[src/design/rpb_pkg.sv]
// rpb_pkg: shared constants, types and fixed-point log2 helpers for the
// relative position bucket block. No dependencies.
`default_nettype none

package rpb_pkg;

  localparam int POS_BITS      = 16;
  localparam int LOG_FRAC_BITS = 16;

  localparam int BC_W       = 9;
  localparam int FAR_W      = 16;
  localparam int CFG_DATA_W = 16;
  localparam int CFG_IDX_W  = 1;
  localparam int BUCKET_W   = 8;

  localparam logic [CFG_IDX_W-1:0] REG_BUCKET_COUNT = 1'b0;
  localparam logic [CFG_IDX_W-1:0] REG_FAR_DISTANCE = 1'b1;

  localparam logic [BC_W-1:0]  BC_RESET  = 9'd32;
  localparam logic [FAR_W-1:0] FAR_RESET = 16'd128;
  localparam logic [BC_W-1:0]  BC_MAX    = 9'd256;

  localparam int NORM_W  = (POS_BITS > FAR_W) ? POS_BITS : FAR_W;
  localparam int KW      = $clog2(NORM_W);
  localparam int LOG_W   = KW + LOG_FRAC_BITS;
  localparam int MANT_W  = 32;
  localparam int PROD_W  = 2 * MANT_W;
  localparam int HALF_W  = 8;
  localparam int EXACT_W = HALF_W - 1;
  localparam int QW      = EXACT_W;
  localparam int DV_W    = LOG_W + QW;
  localparam int CNT_W   = $clog2(LOG_FRAC_BITS);

  localparam int DIV_STAGES = QW + 4;

  typedef struct packed {
    logic [KW-1:0]     k;
    logic [MANT_W-1:0] mant;
  } norm_t;

  typedef struct packed {
    logic              hit;
    logic [MANT_W-1:0] mant;
  } sq_t;

  typedef struct packed {
    logic [HALF_W-1:0]  half;
    logic [EXACT_W-1:0] exact;
    logic [EXACT_W-1:0] span;
    logic [LOG_W-1:0]   l_exact;
    logic [LOG_W-1:0]   den;
    logic               degen;
  } cfg_t;

  typedef struct packed {
    logic                direct;
    logic [BUCKET_W-1:0] bucket;
  } tag_t;

  typedef struct packed {
    tag_t              tag;
    logic [MANT_W-1:0] mant;
    logic [LOG_W-1:0]  acc;
  } log_item_t;

  typedef struct packed {
    tag_t            tag;
    logic [DV_W-1:0] val;
    logic [QW-1:0]   q;
    logic            sat;
  } div_item_t;

  function automatic norm_t normalize(input logic [NORM_W-1:0] x);
    norm_t r;
    r.k = '0;
    for (int i = 0; i < NORM_W; i++) begin
      if (x[i]) begin
        r.k = KW'(i);
      end
    end
    r.mant = MANT_W'(x) << (MANT_W - 1 - int'(r.k));
    return r;
  endfunction

  function automatic sq_t square_step(input logic [MANT_W-1:0] m);
    logic [PROD_W-1:0] p;
    sq_t r;
    p = PROD_W'(m) * PROD_W'(m);
    r.hit = p[PROD_W-1];
    r.mant = r.hit ? p[PROD_W-1:MANT_W] : p[PROD_W-2:MANT_W-1];
    return r;
  endfunction

endpackage

`default_nettype wire

[src/design/rpb_front.sv]
// rpb_front: two pipeline stages, magnitude and sign of the offset, then
// bucket classification and mantissa normalization. Uses rpb_pkg.
`default_nettype none

module rpb_front (
  input  wire logic                           clk,
  input  wire logic                           rst,
  input  wire rpb_pkg::cfg_t                  cfg,
  input  wire logic                           in_valid,
  output logic                                in_ready,
  input  wire logic [rpb_pkg::POS_BITS-1:0]   rel_pos,
  output logic                                out_valid,
  input  wire logic                           out_ready,
  output rpb_pkg::log_item_t                  out_item
);

  typedef struct packed {
    logic                         pos;
    logic [rpb_pkg::POS_BITS-1:0] magnitude;
  } abs_t;

  logic                 va;
  logic                 vb;
  abs_t                 a;
  rpb_pkg::log_item_t   b;
  logic                 ra;
  logic                 rb;
  abs_t                 a_next;
  rpb_pkg::log_item_t   b_next;
  rpb_pkg::norm_t       nrm;
  logic [rpb_pkg::BUCKET_W-1:0] base;
  logic                 neg;

  always_comb begin
    rb = !vb || out_ready;
    ra = !va || rb;

    neg              = rel_pos[rpb_pkg::POS_BITS-1];
    a_next.magnitude = neg ? (~rel_pos + 1'b1) : rel_pos;
    a_next.pos       = !neg && (rel_pos != '0);

    nrm  = rpb_pkg::normalize(rpb_pkg::NORM_W'(a.magnitude));
    base = a.pos ? rpb_pkg::BUCKET_W'(cfg.half) : '0;
    b_next.mant       = nrm.mant;
    b_next.acc        = rpb_pkg::LOG_W'(nrm.k);
    b_next.tag.direct = 1'b1;
    b_next.tag.bucket = base;
    if (cfg.half == '0) begin
      b_next.tag.bucket = '0;
    end else if (a.magnitude < rpb_pkg::POS_BITS'(cfg.exact)) begin
      b_next.tag.bucket = base + rpb_pkg::BUCKET_W'(a.magnitude);
    end else if (cfg.exact == '0 || cfg.degen) begin
      b_next.tag.bucket = base + rpb_pkg::BUCKET_W'(cfg.half) - 1'b1;
    end else begin
      b_next.tag.direct = 1'b0;
    end
  end

  always_ff @(posedge clk) begin
    if (rst) begin
      va <= 1'b0;
      vb <= 1'b0;
    end else begin
      if (ra) begin
        va <= in_valid;
      end
      if (rb) begin
        vb <= va;
      end
    end
  end

  always_ff @(posedge clk) begin
    if (ra) begin
      a <= a_next;
    end
    if (rb) begin
      b <= b_next;
    end
  end

  assign in_ready  = ra;
  assign out_valid = vb;
  assign out_item  = b;

endmodule

`default_nettype wire

[config.mk]
export PLATFORM = sky130hd
export DESIGN_NAME = rpb_front
export DESIGN_NICKNAME = d
export VERILOG_FILES = /design/src/design/rpb_pkg.sv /design/src/design/rpb_front.sv
export SDC_FILE = /design/constraint.sdc
export NUM_CORES = 1
export LEC_CHECK = 0
export BUFFER_PORTS_ARGS = -buffer_cell sky130_fd_sc_hd__buf_2
export CORE_ASPECT_RATIO = 1.1
export CORE_MARGIN = 1.5
export CORE_UTILIZATION = 50
export DETAILED_ROUTE_END_ITERATION = 8
export PLACE_DENSITY = 0.87
export SYNTH_ARGS = -nofsm -noshare
export SYNTH_HDL_FRONTEND = slang
export SYNTH_SLANG_ARGS = --single-unit
[constraint.sdc]
create_clock -name clk -period 3.18 [get_ports clk]
set_clock_uncertainty 0.1 [all_clocks]
set_input_delay 0.477 -clock clk [delete_from_list [all_inputs] [get_ports clk]]
set_output_delay 0.477 -clock clk [all_outputs]
set_load 0.01 [all_outputs]
==> key figures <==
Place
  • Placer Congestion: 0.928
  • Cell Area, Placed: between 0.004 and 0.005 mm²
  • Final HPWL DP: 6300 µm
  • Buffers on Ports: 66

Die
  • Core area: 0.00751 mm²
  • Starting Density: 0.520
  • Die area: 0.00835 mm²
  • Die X-Extent: 87.3 µm
  • I/O pin total: 146
  • Core Rows: 33
  • Die H: 95.7 µm

Synth
  • Synth warnings: 0
  • Yosys cell types: 66
  • Synth Instances: ~410
  • Seq/Total Area, Yosys: 0.364
  • Synthesized flop and latch total: 48
  • Largest family of logic cells by synthesized area: compound AO/OA/AOI/OAI gates
  • XOR/XNOR share of the synthesized area: 0.0493
  • Post-synth ARST share: 0
  • Main synth FF type: edfxtp_1
  • Post-Synth Simple-Gate Area: 0.175
  • Syn Area/Cell: 9.46 µm²
  • Synth Cell Area: ~0.004 mm²
  • EDFF count, synth: 46
  • Mux share of post-synthesis cell area: 0.0330
  • Compound-Gate Fraction of Synth Area: 0.192
  • Adder-Cell Fraction of Synth Area: 0.0743

Critical path
  • Crit start category: register
  • Worst r2r src: a[16]
  • CP max stage delay: 470 ps
  • Maximum fanout along the worst path: 6
  • Slowest library cell on the worst path: edfxtp_1
  • CP Buf/Inv Count: 1
  • CP endpoint kind: register
  • Arrival time worst endpoint: 2940 ps
  • Crit path cell chain: nand2b_1 -> ha_1 -> inv_1 -> fa_1 -> nor2b_1 -> o31a_1 -> or4_1 -> a31oi_1 -> xor2_1 -> a211oi_1 -> a211oi_2
  • RR Endpoint: out_item[59]
  • Worst Reg-to-Reg Cells: 11
  • Crit path max-delay family: compound AO/OA/AOI/OAI gates
  • Critical Path RT: 3100 ps
  • Reg2Reg Setup Slack: around 160 ps
  • Critical path class: register to register

Min path
  • Worst min path class: primary input to register
  • Hold Path End: va
  • Worst Hold Launch: rst
  • Hold Path Stages: 2

Detailed routing
  • Iter 0 DRT Violations: around 190
  • Via Count: ~3200
  • Vias/cell: approximately 5.5
  • DRC Markers: 0
  • Total Wirelength: between 7000 and 8000 µm
  • Post-DRT Antenna Nets: 0
  • First-pass DRT Iterations: 4
  • Wirelength per Cell: 13.7 µm

GRT
  • Largest net degree at the start of global routing: 30
  • Gr usage total: 0.194
  • Vias in the first global route: 2908
  • First-pass GRT wire length: 12800 µm
  • Grt ovf: 0
  • Initial antenna violation count: 0

Clock tree
  • Clock latency on the worst-skew pair: 300 ps
  • Hold buffer count at CTS: 0
  • CTS tree: built
  • Clk pin slew, worst setup/hold paths: 90 ps
  • CTS Buffer Depth: 2
  • CTS root buf: clkbuf_8
  • CTS HTree Levels: 2
  • TritonCTS Buffers: 5
  • CTS sink cnt: 48

Run status
  • Outcome: finished, final reports clean

Final layout
  • Leading cell types in the layout, fill and taps excluded: 66 x buf_2, 46 x edfxtp_1, 39 x nor2_1
  • Share of layout cells above drive strength 1: 0.224
  • Fillers: 647
  • Antenna diodes: 0
  • P&R area growth vs syn: 11.6%
  • Design area: ~0.0044 mm²
  • Leading cell type in the layout, fill and taps excluded: buf_2
  • Final nets: between 500 and 600

Run
  • Max Cap Viol: 0

Timing
  • Fmax: 331 MHz
  • Fin crit share: 0.950
  • Fin. Hold Viols: 0
  • Final setup viols: 0
  • Final TNS setup: 0 ps
  • Unrepaired setup endpoints after global routing: no
  • Minimum clock period: 3020 ps
  • Max-slew violation count: 0
  • Rel. slew slack: 0.313
  • Least-Margin Pin Slew: 1030 ps

Power and ir drop
  • Pwr Density: 473 mW/mm²
  • VDD IR-drop max: 0.248 mV
  • Static Leak: 1.80 nW
  • Power after layout: 2.06 mW
## Yosys cell counts (all sizes together) (4+ instances only)
library cell,number,area (µm²)
o211ai,7,52.6
xnor2,18,158
nor4,5,31.3
nand2b,12,75.1
nor2,40,158
o31ai,8,70.1
clkbuf,10,37.5
o22ai,8,50.1
nand3,11,55.1
ha,20,250
a211oi,14,115
or4,6,56.3
edfxtp,46,1380
and2,6,37.5
buf,39,297
a21oi,12,60.1
inv,27,101
o21ai,22,110
xor2,4,35.0
nand2,27,104
mux2,4,48.8
a31oi,5,46.3
nor3,8,40.0
nor2b,7,43.8
mux2i,8,80.1
## registers in the layout, summed over array words and instances (netlist names)
register   cells
out_item      29
va             1
a             17
out_valid      1
## power breakdown
group	switching, mW	leakage [nW]	internal [mW]
logic	0.381	1.23	0.280
registers	0.0641	0.503	0.811
clock network	0.209	0.0687	0.316
## cell families after synthesis
logic type	count (synthesis)
adders and majority gates	22
AOI/OAI and AO/OA	100
muxes	12
DFF	48
buffers and inverters	76
and+or+nand+nor	132
other	1
xor gates and xnor gates	22
## metrics by stage
| step | hold slack, ps | std cells | worst slack (ps) | utilization |
|---|---|---|---|---|
| 6_report | 244 | 582 | 159 | 0.580 |
| 2_1_floorplan | 363 | 444 | 346 | - |
| 5_1_grt | 244 | 582 | 12.6 | 0.580 |
| 4_1_cts | 237 | 581 | 188 | 0.578 |
| 3_3_place_gp | 377 | 573 | 274 | 0.560 |
| 3_5_place_dp | 400 | 573 | 176 | 0.560 |
## cell type report
cell class	count	area (µm²)	share of cell area
clock buffers	5	68.8	0.0158
well taps	105	131	0.0301
clock inverters	3	68.8	0.0158
inverters	27	101	0.0233
repair buffers	74	390	0.0896
multi-input cells	320	2180	0.499
flip-flops and latches	48	1420	0.326
## how the worst max path moves through the flow
stage	slack (ps)	cells past startpoint	from	to
after global routing	10	11	a[16]	out_item[59]
after floorplan	350	12	a[16]	out_item[59]
after detailed placement	180	12	cfg[56]	out_item[59]
after global placement	270	12	cfg[56]	out_item[59]
final	160	11	a[16]	out_item[59]
after CTS	190	11	a[16]	out_item[59]
## metal layers
metal,part of all wire,up-vias,GRT usage
met2,0.49,140,0.352
met3,0.066,20,0.0182
met1,0.41,1444,0.232
met5,0,-,0
li1,-,1569,-
met4,0.032,0,0.0807
## what timing repair did
item,CTS,global route
setup endpoints to repair,0,1
setup buffers,0,1
gates resized for setup,0,1
No activity file was read; power rests on OpenSTA's default activity.
