<file path="config.mk">
export PLATFORM = sky130hd
export DESIGN_NAME = rpb_cfg
export DESIGN_NICKNAME = d
export VERILOG_FILES = /design/src/design/rpb_pkg.sv /design/src/design/rpb_cfg.sv
export SDC_FILE = /design/constraint.sdc
export NUM_CORES = 2
export LEC_CHECK = 0
export BUFFER_PORTS_ARGS = -buffer_cell sky130_fd_sc_hd__buf_2
export CORE_MARGIN = 1.5
export CORE_UTILIZATION = 25
export CTS_CLUSTER_SIZE = 16
export DETAILED_ROUTE_END_ITERATION = 12
export PLACE_DENSITY = 0.43
export SYNTH_ARGS = -nofsm -noshare
export SYNTH_HDL_FRONTEND = slang
export SYNTH_SLANG_ARGS = --single-unit
</file>
<file path="constraint.sdc">
create_clock -name clk -period 16.94 [get_ports clk]
set_input_delay 0.847 -clock clk [delete_from_list [all_inputs] [get_ports clk]]
set_output_delay 0.847 -clock clk [all_outputs]
set_load 0.02 [all_outputs]
</file>
<file path="src/design/rpb_pkg.sv">
// rpb_pkg: shared constants, types and fixed-point log2 helpers for the
// relative position bucket block. No dependencies.
`default_nettype none

package rpb_pkg;

  localparam int POS_BITS      = 16;
  localparam int LOG_FRAC_BITS = 16;

  localparam int BC_W       = 9;
  localparam int FAR_W      = 16;
  localparam int CFG_DATA_W = 16;
  localparam int CFG_IDX_W  = 1;
  localparam int BUCKET_W   = 8;

  localparam logic [CFG_IDX_W-1:0] REG_BUCKET_COUNT = 1'b0;
  localparam logic [CFG_IDX_W-1:0] REG_FAR_DISTANCE = 1'b1;

  localparam logic [BC_W-1:0]  BC_RESET  = 9'd32;
  localparam logic [FAR_W-1:0] FAR_RESET = 16'd128;
  localparam logic [BC_W-1:0]  BC_MAX    = 9'd256;

  localparam int NORM_W  = (POS_BITS > FAR_W) ? POS_BITS : FAR_W;
  localparam int KW      = $clog2(NORM_W);
  localparam int LOG_W   = KW + LOG_FRAC_BITS;
  localparam int MANT_W  = 32;
  localparam int PROD_W  = 2 * MANT_W;
  localparam int HALF_W  = 8;
  localparam int EXACT_W = HALF_W - 1;
  localparam int QW      = EXACT_W;
  localparam int DV_W    = LOG_W + QW;
  localparam int CNT_W   = $clog2(LOG_FRAC_BITS);

  localparam int DIV_STAGES = QW + 4;

  typedef struct packed {
    logic [KW-1:0]     k;
    logic [MANT_W-1:0] mant;
  } norm_t;

  typedef struct packed {
    logic              hit;
    logic [MANT_W-1:0] mant;
  } sq_t;

  typedef struct packed {
    logic [HALF_W-1:0]  half;
    logic [EXACT_W-1:0] exact;
    logic [EXACT_W-1:0] span;
    logic [LOG_W-1:0]   l_exact;
    logic [LOG_W-1:0]   den;
    logic               degen;
  } cfg_t;

  typedef struct packed {
    logic                direct;
    logic [BUCKET_W-1:0] bucket;
  } tag_t;

  typedef struct packed {
    tag_t              tag;
    logic [MANT_W-1:0] mant;
    logic [LOG_W-1:0]  acc;
  } log_item_t;

  typedef struct packed {
    tag_t            tag;
    logic [DV_W-1:0] val;
    logic [QW-1:0]   q;
    logic            sat;
  } div_item_t;

  function automatic norm_t normalize(input logic [NORM_W-1:0] x);
    norm_t r;
    r.k = '0;
    for (int i = 0; i < NORM_W; i++) begin
      if (x[i]) begin
        r.k = KW'(i);
      end
    end
    r.mant = MANT_W'(x) << (MANT_W - 1 - int'(r.k));
    return r;
  endfunction

  function automatic sq_t square_step(input logic [MANT_W-1:0] m);
    logic [PROD_W-1:0] p;
    sq_t r;
    p = PROD_W'(m) * PROD_W'(m);
    r.hit = p[PROD_W-1];
    r.mant = r.hit ? p[PROD_W-1:MANT_W] : p[PROD_W-2:MANT_W-1];
    return r;
  endfunction

endpackage

`default_nettype wire

</file>
<file path="src/design/rpb_cfg.sv">
// rpb_cfg: configuration registers and a sequencer that derives the log2
// terms of the bucket mapping with one shared squaring unit. Uses rpb_pkg.
`default_nettype none

module rpb_cfg (
  input  wire logic                             clk,
  input  wire logic                             rst,
  input  wire logic                             cfg_write,
  input  wire logic [rpb_pkg::CFG_IDX_W-1:0]    cfg_index,
  input  wire logic [rpb_pkg::CFG_DATA_W-1:0]   cfg_data,
  output rpb_pkg::cfg_t                         cfg,
  output logic                                  busy
);

  localparam int ST_W = 3;
  localparam logic [ST_W-1:0] ST_IDLE     = 3'd0;
  localparam logic [ST_W-1:0] ST_FAR_NORM = 3'd1;
  localparam logic [ST_W-1:0] ST_FAR_SQ   = 3'd2;
  localparam logic [ST_W-1:0] ST_EX_NORM  = 3'd3;
  localparam logic [ST_W-1:0] ST_EX_SQ    = 3'd4;
  localparam logic [ST_W-1:0] ST_FINISH   = 3'd5;

  localparam logic [rpb_pkg::CNT_W-1:0] CNT_LAST =
    rpb_pkg::CNT_W'(rpb_pkg::LOG_FRAC_BITS - 1);

  logic [rpb_pkg::BC_W-1:0]     bucket_count;
  logic [rpb_pkg::FAR_W-1:0]    far_distance;
  logic [ST_W-1:0]              state;
  logic [rpb_pkg::CNT_W-1:0]    count;
  logic [rpb_pkg::MANT_W-1:0]   mant;
  logic [rpb_pkg::LOG_W-1:0]    acc;
  logic [rpb_pkg::LOG_W-1:0]    l_far;
  rpb_pkg::cfg_t                cur;

  logic [rpb_pkg::BC_W-1:0]     bc_clamped;
  logic [rpb_pkg::HALF_W-1:0]   half_w;
  logic [rpb_pkg::EXACT_W-1:0]  exact_w;
  logic [rpb_pkg::NORM_W-1:0]   norm_src;
  rpb_pkg::norm_t               nrm;
  rpb_pkg::sq_t                 sq;
  logic [rpb_pkg::LOG_W-1:0]    acc_next;

  always_comb begin
    bc_clamped = (bucket_count > rpb_pkg::BC_MAX) ? rpb_pkg::BC_MAX : bucket_count;
    half_w     = bc_clamped[rpb_pkg::BC_W-1:1];
    exact_w    = half_w[rpb_pkg::HALF_W-1:1];
    norm_src   = (state == ST_FAR_NORM) ? rpb_pkg::NORM_W'(far_distance)
                                        : rpb_pkg::NORM_W'(exact_w);
    nrm        = rpb_pkg::normalize(norm_src);
    sq         = rpb_pkg::square_step(mant);
    acc_next   = {acc[rpb_pkg::LOG_W-2:0], sq.hit};
  end

  always_ff @(posedge clk) begin
    if (rst) begin
      bucket_count <= rpb_pkg::BC_RESET;
      far_distance <= rpb_pkg::FAR_RESET;
      state        <= ST_FAR_NORM;
      count        <= '0;
    end else if (cfg_write) begin
      unique case (cfg_index)
        rpb_pkg::REG_BUCKET_COUNT: bucket_count <= cfg_data[rpb_pkg::BC_W-1:0];
        rpb_pkg::REG_FAR_DISTANCE: far_distance <= cfg_data[rpb_pkg::FAR_W-1:0];
        default: ;
      endcase
      state <= ST_FAR_NORM;
      count <= '0;
    end else begin
      unique case (state)
        ST_IDLE: ;
        ST_FAR_NORM: begin
          state <= ST_FAR_SQ;
          count <= '0;
        end
        ST_FAR_SQ: begin
          count <= count + 1'b1;
          if (count == CNT_LAST) begin
            state <= ST_EX_NORM;
          end
        end
        ST_EX_NORM: begin
          state <= ST_EX_SQ;
          count <= '0;
        end
        ST_EX_SQ: begin
          count <= count + 1'b1;
          if (count == CNT_LAST) begin
            state <= ST_FINISH;
          end
        end
        ST_FINISH: state <= ST_IDLE;
        default:   state <= ST_IDLE;
      endcase
    end
  end

  always_ff @(posedge clk) begin
    unique case (state)
      ST_FAR_NORM, ST_EX_NORM: begin
        mant <= nrm.mant;
        acc  <= rpb_pkg::LOG_W'(nrm.k);
      end
      ST_FAR_SQ: begin
        mant <= sq.mant;
        acc  <= acc_next;
        if (count == CNT_LAST) begin
          l_far <= acc_next;
        end
      end
      ST_EX_SQ: begin
        mant <= sq.mant;
        acc  <= acc_next;
        if (count == CNT_LAST) begin
          cur.l_exact <= acc_next;
        end
      end
      ST_FINISH: begin
        cur.half  <= half_w;
        cur.exact <= exact_w;
        cur.span  <= rpb_pkg::EXACT_W'(half_w - rpb_pkg::HALF_W'(exact_w));
        cur.den   <= l_far - cur.l_exact;
        cur.degen <= (l_far <= cur.l_exact);
      end
      default: ;
    endcase
  end

  assign cfg  = cur;
  assign busy = (state != ST_IDLE);

endmodule

`default_nettype wire

</file>
==> out/results.tsv <==
metric	value	unit
Worst-Margin Slew	1.09	ns
Hold-fix buffers, CTS	0	
global route overflow	0	
first-pass GRT wire length	164000	um
Die H	388	um
cells after synthesis	3876	
# Max-Cap Violations	0	
Global Route Usage Sum	0.143	
Antenna Violating Nets Remaining	0	
initial antenna violation count	2	
post-CTS resize count	0	
number of remaining DRC errors	0	
clock sinks	158	
Starting Density	0.251	
CP arrival	9.99	ns
maximum clock rate	102	MHz
startpoint types	flip-flop	
Period minus WS final	9.76	ns
post-CTS setup buffers	0	
share of cells above drive strength 1	0.0518	
DR vias	24800	
CTS H-Tree Depth	4	
Slowest-stage cell, CP	nor3b_1	
row count	141	
Synth Area per Inst	9.55	um2
setup TNS	0	ns
asr flop ratio synth	0	
largest net degree at the start of global routing	54	
YS warnings	0	
root buffer cell	clkbuf_16	
TritonCTS clock tree	done	
Post-Syn Area	37000	um2
Synth Register Bits	158	
I/O pin total	84	
CP max stage delay	0.90	ns
most frequent cells in the layout	inv_1, fa_1, nand2_1	
Die Area	150000	um2
vias in the first global route	27600	
EDFF count, synth	127	
clock buffer depth	2	
Slew HR	0.267	
CP most frequent cell	fa_1	
CP max FO	26	
Die X	388	um
final hold viol count	0	
gpl congestion	0.828	
DRT Pass-1 Iters	5	
IO Port Bufs	83	
Synth cell types	78	
core area	147000	um2
CP endpoint kind	flip-flop	
Final #Nets	5004	
drt first-iter violations	1163	
final setup vio count	0	
Seq/Total Area, Yosys	0.120	
Mapped Nets	5014	
Setup CP Type	reg2reg	
period utilisation layout	0.576	
vias per cell	4.26	
most common cell after layout, fill and taps aside	inv_1	
final slew viol count	0	
worst clock skew	0.0192	ns
Most used DFF post-synth	edfxtp_1	
Clock transition at path regs	0.08	ns
Hold Crit Class	reg2reg	
WL/cell	17.9	um
number of CTS-inserted buffers	17	
final wirelength	104000	um
status	finished clean	
clock insertion delay at the later pin of the skew report	0.48	ns
dpl hpwl	85000	um
Worst EP required	17.18	ns
Layout area overhead	8.50	%
RSZ-0062 raised after global routing	no	
## worst max-delay path: cells and delay by family, from the launching register on
| kind | cells | cell delay (ns) |
|---|---|---|
| compound gates | 5 | 1.23 |
| fa+ha+maj | 9 | 4.39 |
| buf+inv | 5 | 1.58 |
| flops | 1 | 0.33 |
| simple gates | 6 | 1.92 |
## layout make-up
| cell class | count | area [um2] |
|---|---|---|
| fill | 15800 | 107000 |
| clock buffer | 17 | 425 |
| antenna | 3 | 7.51 |
| tap | 1930 | 2410 |
| clock inverter | 15 | 203 |
| multi-input combinational | 2542 | 28100 |
| sequential | 158 | 4430 |
| inverter | 1021 | 3830 |
| timing repair buffer | 126 | 738 |
## worst paths after layout
path / end / startpoint / cells after the start / slack [ns]
max: mant[30] / mant[16] / 25 / 7.18
min: cfg[40] / acc[18] / 0 / 0.46
max reg2reg: mant[30] / mant[16] / 25 / 7.18
min reg2reg: cfg[40] / acc[18] / 0 / 0.46
## kinds of logic (layout without fill, tap and decap cells)
logic type / after synthesis / count (layout) / synth area share
and+or+nand+nor: 910 / 910 / 0.120
DFF: 158 / 158 / 0.120
muxes: 31 / 31 / 0.00892
other: 0 / 3 / 0
buffers and inverters: 1176 / 1179 / 0.121
adders and majority gates: 1118 / 1118 / 0.539
AOI/OAI and AO/OA: 387 / 387 / 0.0693
xor gates and xnor gates: 96 / 96 / 0.0227
## cell usage after synthesis (6+ instances only)
master	n	area, um2
or2_2	9	56.3
dfxtp_1	31	621
xnor2_1	52	455
o21a_1	15	113
a211o_1	7	61.3
a31o_2	11	96.3
edfxtp_1	127	3810
nand3_1	22	110
xor2_1	44	385
a211oi_1	11	82.6
and3_1	8	50.1
o221ai_1	6	52.6
and2_1	248	1550
a21boi_0	8	60.1
a21oi_1	132	661
o21ai_1	6	30.0
nand2b_1	18	113
o21ai_0	48	240
a221o_1	9	90.1
nor2b_1	24	150
ha_1	325	4070
mux2_2	7	78.8
o211ai_1	11	82.6
nor3_1	21	105
nand2_1	388	1460
a21o_1	46	345
o21bai_1	15	113
nor2_1	119	447
buf_4	9	67.6
or3_1	11	68.8
a31oi_1	9	56.3
mux2i_1	21	210
clkbuf_1	133	499
nand4_1	16	100
inv_1	1018	3820
fa_1	793	15900
## per-stage QoR
| step | utilization | area (um2) | setup WS, ns | cells | hold slack, ns |
|---|---|---|---|---|---|
| final | 0.273 | 40200 | 7.18 | 5812 | 0.462 |
| after global routing | 0.273 | 40200 | 6.81 | 5809 | 0.484 |
| after CTS | 0.273 | 40200 | 7.21 | 5809 | 0.460 |
| after detailed placement | 0.268 | 39500 | 7.25 | 5777 | 0.437 |
| after global placement | 0.268 | 39500 | 7.24 | 5777 | 0.422 |
| after floorplan | - | 37000 | 8.86 | 3876 | 0.421 |
## sequential cells by signal, indices dropped and copies added (netlist names)
| name | flops |
|---|---|
| cfg | 56 |
| mant | 32 |
| acc | 19 |
| count | 4 |
| l_far | 20 |
| state | 3 |
| bucket_count | 8 |
| far_distance | 16 |
## per-layer routing
| metal | vias to the layer above | track usage | share of wire |
|---|---|---|---|
| li1 | 11700 | - | - |
| met1 | 12700 | 0.194 | 0.46 |
| met2 | 319 | 0.252 | 0.51 |
| met3 | 49 | 0.0103 | 0.021 |
| met4 | 0 | 0.0200 | 0.0089 |
| met5 | - | 0 | 0 |
Power is left out: the tool's default activity adds up to more than one toggle a clock period on the data nets, which glitch-free logic cannot reach.
