## config.mk

```make
export PLATFORM = sky130hd
export DESIGN_NAME = rpb_div
export DESIGN_NICKNAME = d
export VERILOG_FILES = /design/src/design/rpb_pkg.sv /design/src/design/rpb_div.sv
export SDC_FILE = /design/constraint.sdc
export NUM_CORES = 1
export LEC_CHECK = 0
export ABC_AREA = 1
export ABC_CLOCK_PERIOD_IN_PS = 4800
export BUFFER_PORTS_ARGS = -buffer_cell sky130_fd_sc_hd__buf_4
export CAP_MARGIN = 5
export CORE_MARGIN = 2
export CORE_UTILIZATION = 55
export CTS_BUF_LIST = sky130_fd_sc_hd__clkbuf_4 sky130_fd_sc_hd__clkbuf_8
export CTS_CLUSTER_SIZE = 10
export DETAILED_ROUTE_END_ITERATION = 10
export PLACE_DENSITY = 0.75
export SLEW_MARGIN = 15
export SYNTH_ARGS = -nofsm -noshare
export SYNTH_HDL_FRONTEND = slang
export SYNTH_SLANG_ARGS = --single-unit
```

## constraint.sdc

```tcl
create_clock -name clk -period 4.8 [get_ports clk]
set_clock_uncertainty 0.15 [all_clocks]
set_input_delay 0.48 -clock clk [delete_from_list [all_inputs] [get_ports clk]]
set_output_delay 0.48 -clock clk [all_outputs]
set_load 0.1 [all_outputs]
```

## src/design/rpb_pkg.sv

```systemverilog
// rpb_pkg: shared constants, types and fixed-point log2 helpers for the
// relative position bucket block. No dependencies.
`default_nettype none

package rpb_pkg;

  localparam int POS_BITS      = 16;
  localparam int LOG_FRAC_BITS = 16;

  localparam int BC_W       = 9;
  localparam int FAR_W      = 16;
  localparam int CFG_DATA_W = 16;
  localparam int CFG_IDX_W  = 1;
  localparam int BUCKET_W   = 8;

  localparam logic [CFG_IDX_W-1:0] REG_BUCKET_COUNT = 1'b0;
  localparam logic [CFG_IDX_W-1:0] REG_FAR_DISTANCE = 1'b1;

  localparam logic [BC_W-1:0]  BC_RESET  = 9'd32;
  localparam logic [FAR_W-1:0] FAR_RESET = 16'd128;
  localparam logic [BC_W-1:0]  BC_MAX    = 9'd256;

  localparam int NORM_W  = (POS_BITS > FAR_W) ? POS_BITS : FAR_W;
  localparam int KW      = $clog2(NORM_W);
  localparam int LOG_W   = KW + LOG_FRAC_BITS;
  localparam int MANT_W  = 32;
  localparam int PROD_W  = 2 * MANT_W;
  localparam int HALF_W  = 8;
  localparam int EXACT_W = HALF_W - 1;
  localparam int QW      = EXACT_W;
  localparam int DV_W    = LOG_W + QW;
  localparam int CNT_W   = $clog2(LOG_FRAC_BITS);

  localparam int DIV_STAGES = QW + 4;

  typedef struct packed {
    logic [KW-1:0]     k;
    logic [MANT_W-1:0] mant;
  } norm_t;

  typedef struct packed {
    logic              hit;
    logic [MANT_W-1:0] mant;
  } sq_t;

  typedef struct packed {
    logic [HALF_W-1:0]  half;
    logic [EXACT_W-1:0] exact;
    logic [EXACT_W-1:0] span;
    logic [LOG_W-1:0]   l_exact;
    logic [LOG_W-1:0]   den;
    logic               degen;
  } cfg_t;

  typedef struct packed {
    logic                direct;
    logic [BUCKET_W-1:0] bucket;
  } tag_t;

  typedef struct packed {
    tag_t              tag;
    logic [MANT_W-1:0] mant;
    logic [LOG_W-1:0]  acc;
  } log_item_t;

  typedef struct packed {
    tag_t            tag;
    logic [DV_W-1:0] val;
    logic [QW-1:0]   q;
    logic            sat;
  } div_item_t;

  function automatic norm_t normalize(input logic [NORM_W-1:0] x);
    norm_t r;
    r.k = '0;
    for (int i = 0; i < NORM_W; i++) begin
      if (x[i]) begin
        r.k = KW'(i);
      end
    end
    r.mant = MANT_W'(x) << (MANT_W - 1 - int'(r.k));
    return r;
  endfunction

  function automatic sq_t square_step(input logic [MANT_W-1:0] m);
    logic [PROD_W-1:0] p;
    sq_t r;
    p = PROD_W'(m) * PROD_W'(m);
    r.hit = p[PROD_W-1];
    r.mant = r.hit ? p[PROD_W-1:MANT_W] : p[PROD_W-2:MANT_W-1];
    return r;
  endfunction

endpackage

`default_nettype wire

```

## src/design/rpb_div.sv

```systemverilog
// rpb_div: log difference, scale, pipelined restoring divide with
// saturation, and final bucket clamp into the output register. Uses rpb_pkg.
`default_nettype none

module rpb_div (
  input  wire logic                           clk,
  input  wire logic                           rst,
  input  wire rpb_pkg::cfg_t                  cfg,
  input  wire logic                           in_valid,
  output logic                                in_ready,
  input  wire rpb_pkg::log_item_t             in_item,
  output logic                                out_valid,
  input  wire logic                           out_ready,
  output logic [rpb_pkg::BUCKET_W-1:0]        bucket
);

  localparam int NS = rpb_pkg::DIV_STAGES;

  logic                          v   [NS];
  logic                          vin [NS];
  logic                          rdy [NS];
  rpb_pkg::div_item_t            d   [NS];
  rpb_pkg::div_item_t            nxt [NS];
  logic [rpb_pkg::DV_W-1:0]      shifted;
  logic [rpb_pkg::HALF_W-1:0]    sum;
  logic [rpb_pkg::HALF_W-1:0]    lim;
  logic [rpb_pkg::HALF_W-1:0]    scaled;

  always_comb begin
    shifted = '0;
    sum     = '0;
    lim     = '0;
    scaled  = '0;
    vin[0]  = in_valid;
    for (int i = 1; i < NS; i++) begin
      vin[i] = v[i-1];
    end
    rdy[NS-1] = !v[NS-1] || out_ready;
    for (int i = NS - 2; i >= 0; i--) begin
      rdy[i] = !v[i] || rdy[i+1];
    end
    for (int i = 0; i < NS; i++) begin
      if (i == 0) begin
        nxt[i].tag = in_item.tag;
        nxt[i].val = rpb_pkg::DV_W'(in_item.acc - cfg.l_exact);
        nxt[i].q   = '0;
        nxt[i].sat = 1'b0;
      end else begin
        nxt[i] = d[i-1];
        if (i == 1) begin
          nxt[i].val = rpb_pkg::DV_W'(d[i-1].val[rpb_pkg::LOG_W-1:0])
                     * rpb_pkg::DV_W'(cfg.span);
        end else if (i == 2) begin
          nxt[i].sat = (d[i-1].val >= {cfg.den, rpb_pkg::QW'(0)});
        end else if (i < NS - 1) begin
          shifted = rpb_pkg::DV_W'(cfg.den) << (rpb_pkg::QW - 1 - (i - 3));
          if (!d[i-1].sat && d[i-1].val >= shifted) begin
            nxt[i].val = d[i-1].val - shifted;
            nxt[i].q[rpb_pkg::QW-1-(i-3)] = 1'b1;
          end
        end else begin
          sum    = rpb_pkg::HALF_W'(d[i-1].q) + rpb_pkg::HALF_W'(cfg.exact);
          lim    = cfg.half - 1'b1;
          scaled = (d[i-1].sat || sum > lim) ? lim : sum;
          if (!d[i-1].tag.direct) begin
            nxt[i].tag.direct = 1'b1;
            nxt[i].tag.bucket = d[i-1].tag.bucket + rpb_pkg::BUCKET_W'(scaled);
          end
        end
      end
    end
  end

  always_ff @(posedge clk) begin
    for (int i = 0; i < NS; i++) begin
      if (rst) begin
        v[i] <= 1'b0;
      end else if (rdy[i]) begin
        v[i] <= vin[i];
      end
    end
  end

  always_ff @(posedge clk) begin
    for (int i = 0; i < NS; i++) begin
      if (rdy[i]) begin
        d[i] <= nxt[i];
      end
    end
  end

  assign in_ready  = rdy[0];
  assign out_valid = v[NS-1];
  assign bucket    = d[NS-1].tag.bucket;

endmodule

`default_nettype wire

```

==> run summary <==
Synthesis
• 0% — share of async-settable or async-resettable flops after synthesis
• sky130_fd_sc_hd__edfxtp_1 — most used flip-flop cell after synthesis
• sky130_fd_sc_hd__edfxtp_1 — Yosys top cell by area
• 3,409 — Gate Count Post-Synth
• 39.42% — sequential share of the synthesized area
• 39.42% — area fraction of the dominant cell type after synthesis
• sky130_fd_sc_hd__nand2_1, sky130_fd_sc_hd__inv_1, sky130_fd_sc_hd__edfxtp_1 — leading cell types by count after synthesis
• 54 — distinct cell type count after synthesis
• sky130_fd_sc_hd__edfxtp_1, sky130_fd_sc_hd__nand2_1, sky130_fd_sc_hd__ha_1, sky130_fd_sc_hd__fa_1, sky130_fd_sc_hd__inv_1 — largest cells by area after synthesis
• 381 — number of storage elements in the synthesis netlist
• 381 — number of enable flip-flop cells after synthesis
• 29,020 um^2 — cell area after technology mapping
• 0 — Warnings, synthesis
• 8.513 um^2 — mean instance size in the synthesized netlist
• sky130_fd_sc_hd__nand2_1 — most frequently used cell type in the post-synthesis netlist
• 3,883 — synthesized netlist net count

Routing
• 16.32 um — WL/cell
• 0 — Detail Route Antenna Nets
• 5.348 — vias per cell
• 23,220 — total via count in the routed design
• 1,618 — number of violations reported at the end of detailed-routing iteration 0
• 0 — remaining routing DRC violations
• 6 — first-pass iteration count of the detailed router
• 70.87 mm — routed wire length

Floorplan
• 52,340 um^2 — Core Region
• 233.7 um — die height
• 233.7 um — die outline width
• 54,620 um^2 — full die area
• 55.45% — starting utilization of the core area
• 84 — Rows
• 138 — top-level I/O count

STA
• 95.70% — portion of the clock cycle consumed by the worst path in the final layout
• 1.013 ns — slew of the pin with the lowest slew margin
• 0 — final-report hold violation count
• 0 — count of endpoints failing setup in the final report
• 217.7 MHz — top achievable clock speed
• no — RSZ-0062 raised after global routing
• 4.594 ns — post-route minimum period
• 0 — final slew viol count
• 0.06797 ns — smallest hold slack
• 0 ns — total negative slack
• 0.2064 ns — PnR worst setup slack
• 32.26% — worst relative slew slack

GRT
• 33.35% — met1 Resource Use GR
• 111.9 mm — wire length of the first global-routing pass
• 4.321% — global-route met3 utilization
• 22,130 — number of global-route vias before repair
• 46 — pin count of the biggest net entering global routing
• 0 — number of antenna violations at the first check in global routing
• met2 — layer with the highest usage
• 26.27% — overall fraction of global-route tracks in use
• 44.37% — routing usage on met2
• 0 — gr ovfl total

Worst setup path
• register — startpoint class of the critical path
• reg2reg — startpoint-to-endpoint class of the critical path
• adder cells — category of cells accounting for the largest share of critical-path delay
• 4.84 ns — Crit path arrival time
• 4 — top fanout value on the critical path
• 0.54 ns — delay of the slowest cell on the worst path
• 5.04 ns — data required time of the critical path
• register — Critical Path Sink Type
• 5 — number of buffers and inverters on the critical path
• buf_4, nand2_1, inv_1, fa_1, fa_1, fa_1, inv_1, fa_1, inv_1, ha_1, a21oi_2, o21ai_0, a21oi_1, o21ai_1, buf_4, nand3b_1, nand2_1, xor2_1 — crit-path cells
• sky130_fd_sc_hd__fa_1 — Worst path slowest cell
• sky130_fd_sc_hd__fa_1 — CP most frequent cell

Cells and area
• 4,533 — Fill cells
• 4,342 — Cell Count, Final, Fillers Out
• 9.937% — layout cells sized above 1
• 32,320 um^2 — Layout Cell Area excl Fill
• 4,078 — net total in the final layout
• 11.36% — synthesis-to-finish area growth

CTS
• 0.66 ns — clock network latency to the later pin of the worst-skew pair
• sky130_fd_sc_hd__clkbuf_8 — library cell used as clock root buffer
• 3 — H-tree Lvls
• 0.06 ns — clock-pin slew of the registers on the worst-case setup and hold paths
• 66 — total CTS buffers
• 381 — Clock Sinks
• 3 — maximum root-to-sink buffer count
• built — TritonCTS clock tree

Worst hold path
• in2reg — worst min-delay path class

Power
• 15.86 nW — Leak
• 770.2 nW/um^2 — power density of the placed cells
• 0.5193 mV — IR drop worst, VDD

Outcome
• finished clean — result of the run

Place
• 104 — # port buffers
• 4,207 — total placed cells including tap cells
• 55.16 mm — placed wire-length estimate
• 30,790 um^2 — Placement Cell Area
• 0.9496 — placer's final routability congestion estimate
• -0.04342 ns — Post-Place Setup Slack

Job
• 0 — MaxCap Viol Count

==> worst min-delay path, delay by kind of cell <==
kind | cells | cell delay, ns
buffers and inverters | 3 | 0.15
AND/OR/NAND/NOR | 2 | 0.13
==> cells in the final DEF (no fill, tap or decap), drive strengths merged, types with 15 or more instances in the layout <==
| master | n |
|---|---|
| nor2 | 202 |
| clkbuf | 85 |
| edfxtp | 381 |
| o21bai | 15 |
| nand2 | 992 |
| buf | 160 |
| xnor2 | 76 |
| ha | 248 |
| xor2 | 69 |
| inv | 522 |
| clkinv | 27 |
| a21o | 16 |
| nor3 | 44 |
| a21oi | 231 |
| nand4 | 44 |
| o21ai | 206 |
| nand3 | 157 |
| fa | 98 |
==> registers in the layout, summed over array words and instances (netlist names) <==
register and cells:
d 370, v 11
==> through the flow <==
stage | total power [mW] | util [%]
floorplan | 17.62 | -
global placement | 21.30 | 58.83
detailed placement | 21.53 | 58.83
CTS | 24.59 | 61.53
global route | 27.17 | 61.74
finish | 24.89 | 61.74
==> where the power goes <==
part / switching [mW] / leakage (nW) / internal (mW) / total, mW
sequential: 0.812 / 4.12 / 5.68 / 6.50
clock: 1.35 / 0.682 / 1.62 / 2.96
combinational: 9.56 / 11.1 / 5.87 / 15.4
==> cells by family (layout without fill, tap and decap cells) <==
| logic type | count (synthesis) | in the layout | share of synthesized area (%) |
|---|---|---|---|
| buf+inv | 565 | 809 | 7.769 |
| xor+xnor | 145 | 145 | 4.376 |
| flops | 381 | 381 | 39.42 |
| compound gates | 493 | 493 | 9.558 |
| other cells | 0 | 1 | 0 |
| simple gates | 1479 | 1479 | 21.42 |
| fa+ha+maj | 346 | 346 | 17.45 |
==> cell type report <==
| cell class | count | area [um^2] | share of cell area, % |
|---|---|---|---|
| clock inverters | 32 | 255.2 | 0.7898 |
| repair buffers | 170 | 1351 | 4.181 |
| inverters | 522 | 1959 | 6.063 |
| well taps | 688 | 860.8 | 2.664 |
| multi-input cells | 2463 | 15390 | 47.62 |
| flip-flops and latches | 381 | 11440 | 35.40 |
| clock buffers | 85 | 1057 | 3.272 |
| diodes | 1 | 2.502 | 0.007743 |
==> path summary, 6_finish.rpt <==
check / start / to / slack (ns) / cells past startpoint
worst max-delay path: d[0][13] / d[1][31] / 0.21 / 18
worst min-delay path: in_valid / v[0][0] / 0.07 / 5
worst max register to register: d[0][13] / d[1][31] / 0.21 / 18
worst min register to register: d[7][5] / d[8][5] / 0.25 / 0
==> per-layer routing <==
| layer | up-vias | wire (um) | share of wire (%) |
|---|---|---|---|
| met5 | - | 0 | 0 |
| met2 | 668 | 33780 | 48 |
| met1 | 10680 | 29770 | 42 |
| met3 | 172 | 4263 | 6.0 |
| li1 | 11700 | - | - |
| met4 | 0 | 3054 | 4.3 |
==> repair_timing <==
item,CTS,global route
setup buffers,0,7
hold endpoints to repair,10,0
endpoints found under the setup margin,0,12
gates resized for setup,0,17
hold buffers,10,0
No activity file was read; power rests on OpenSTA's default activity.
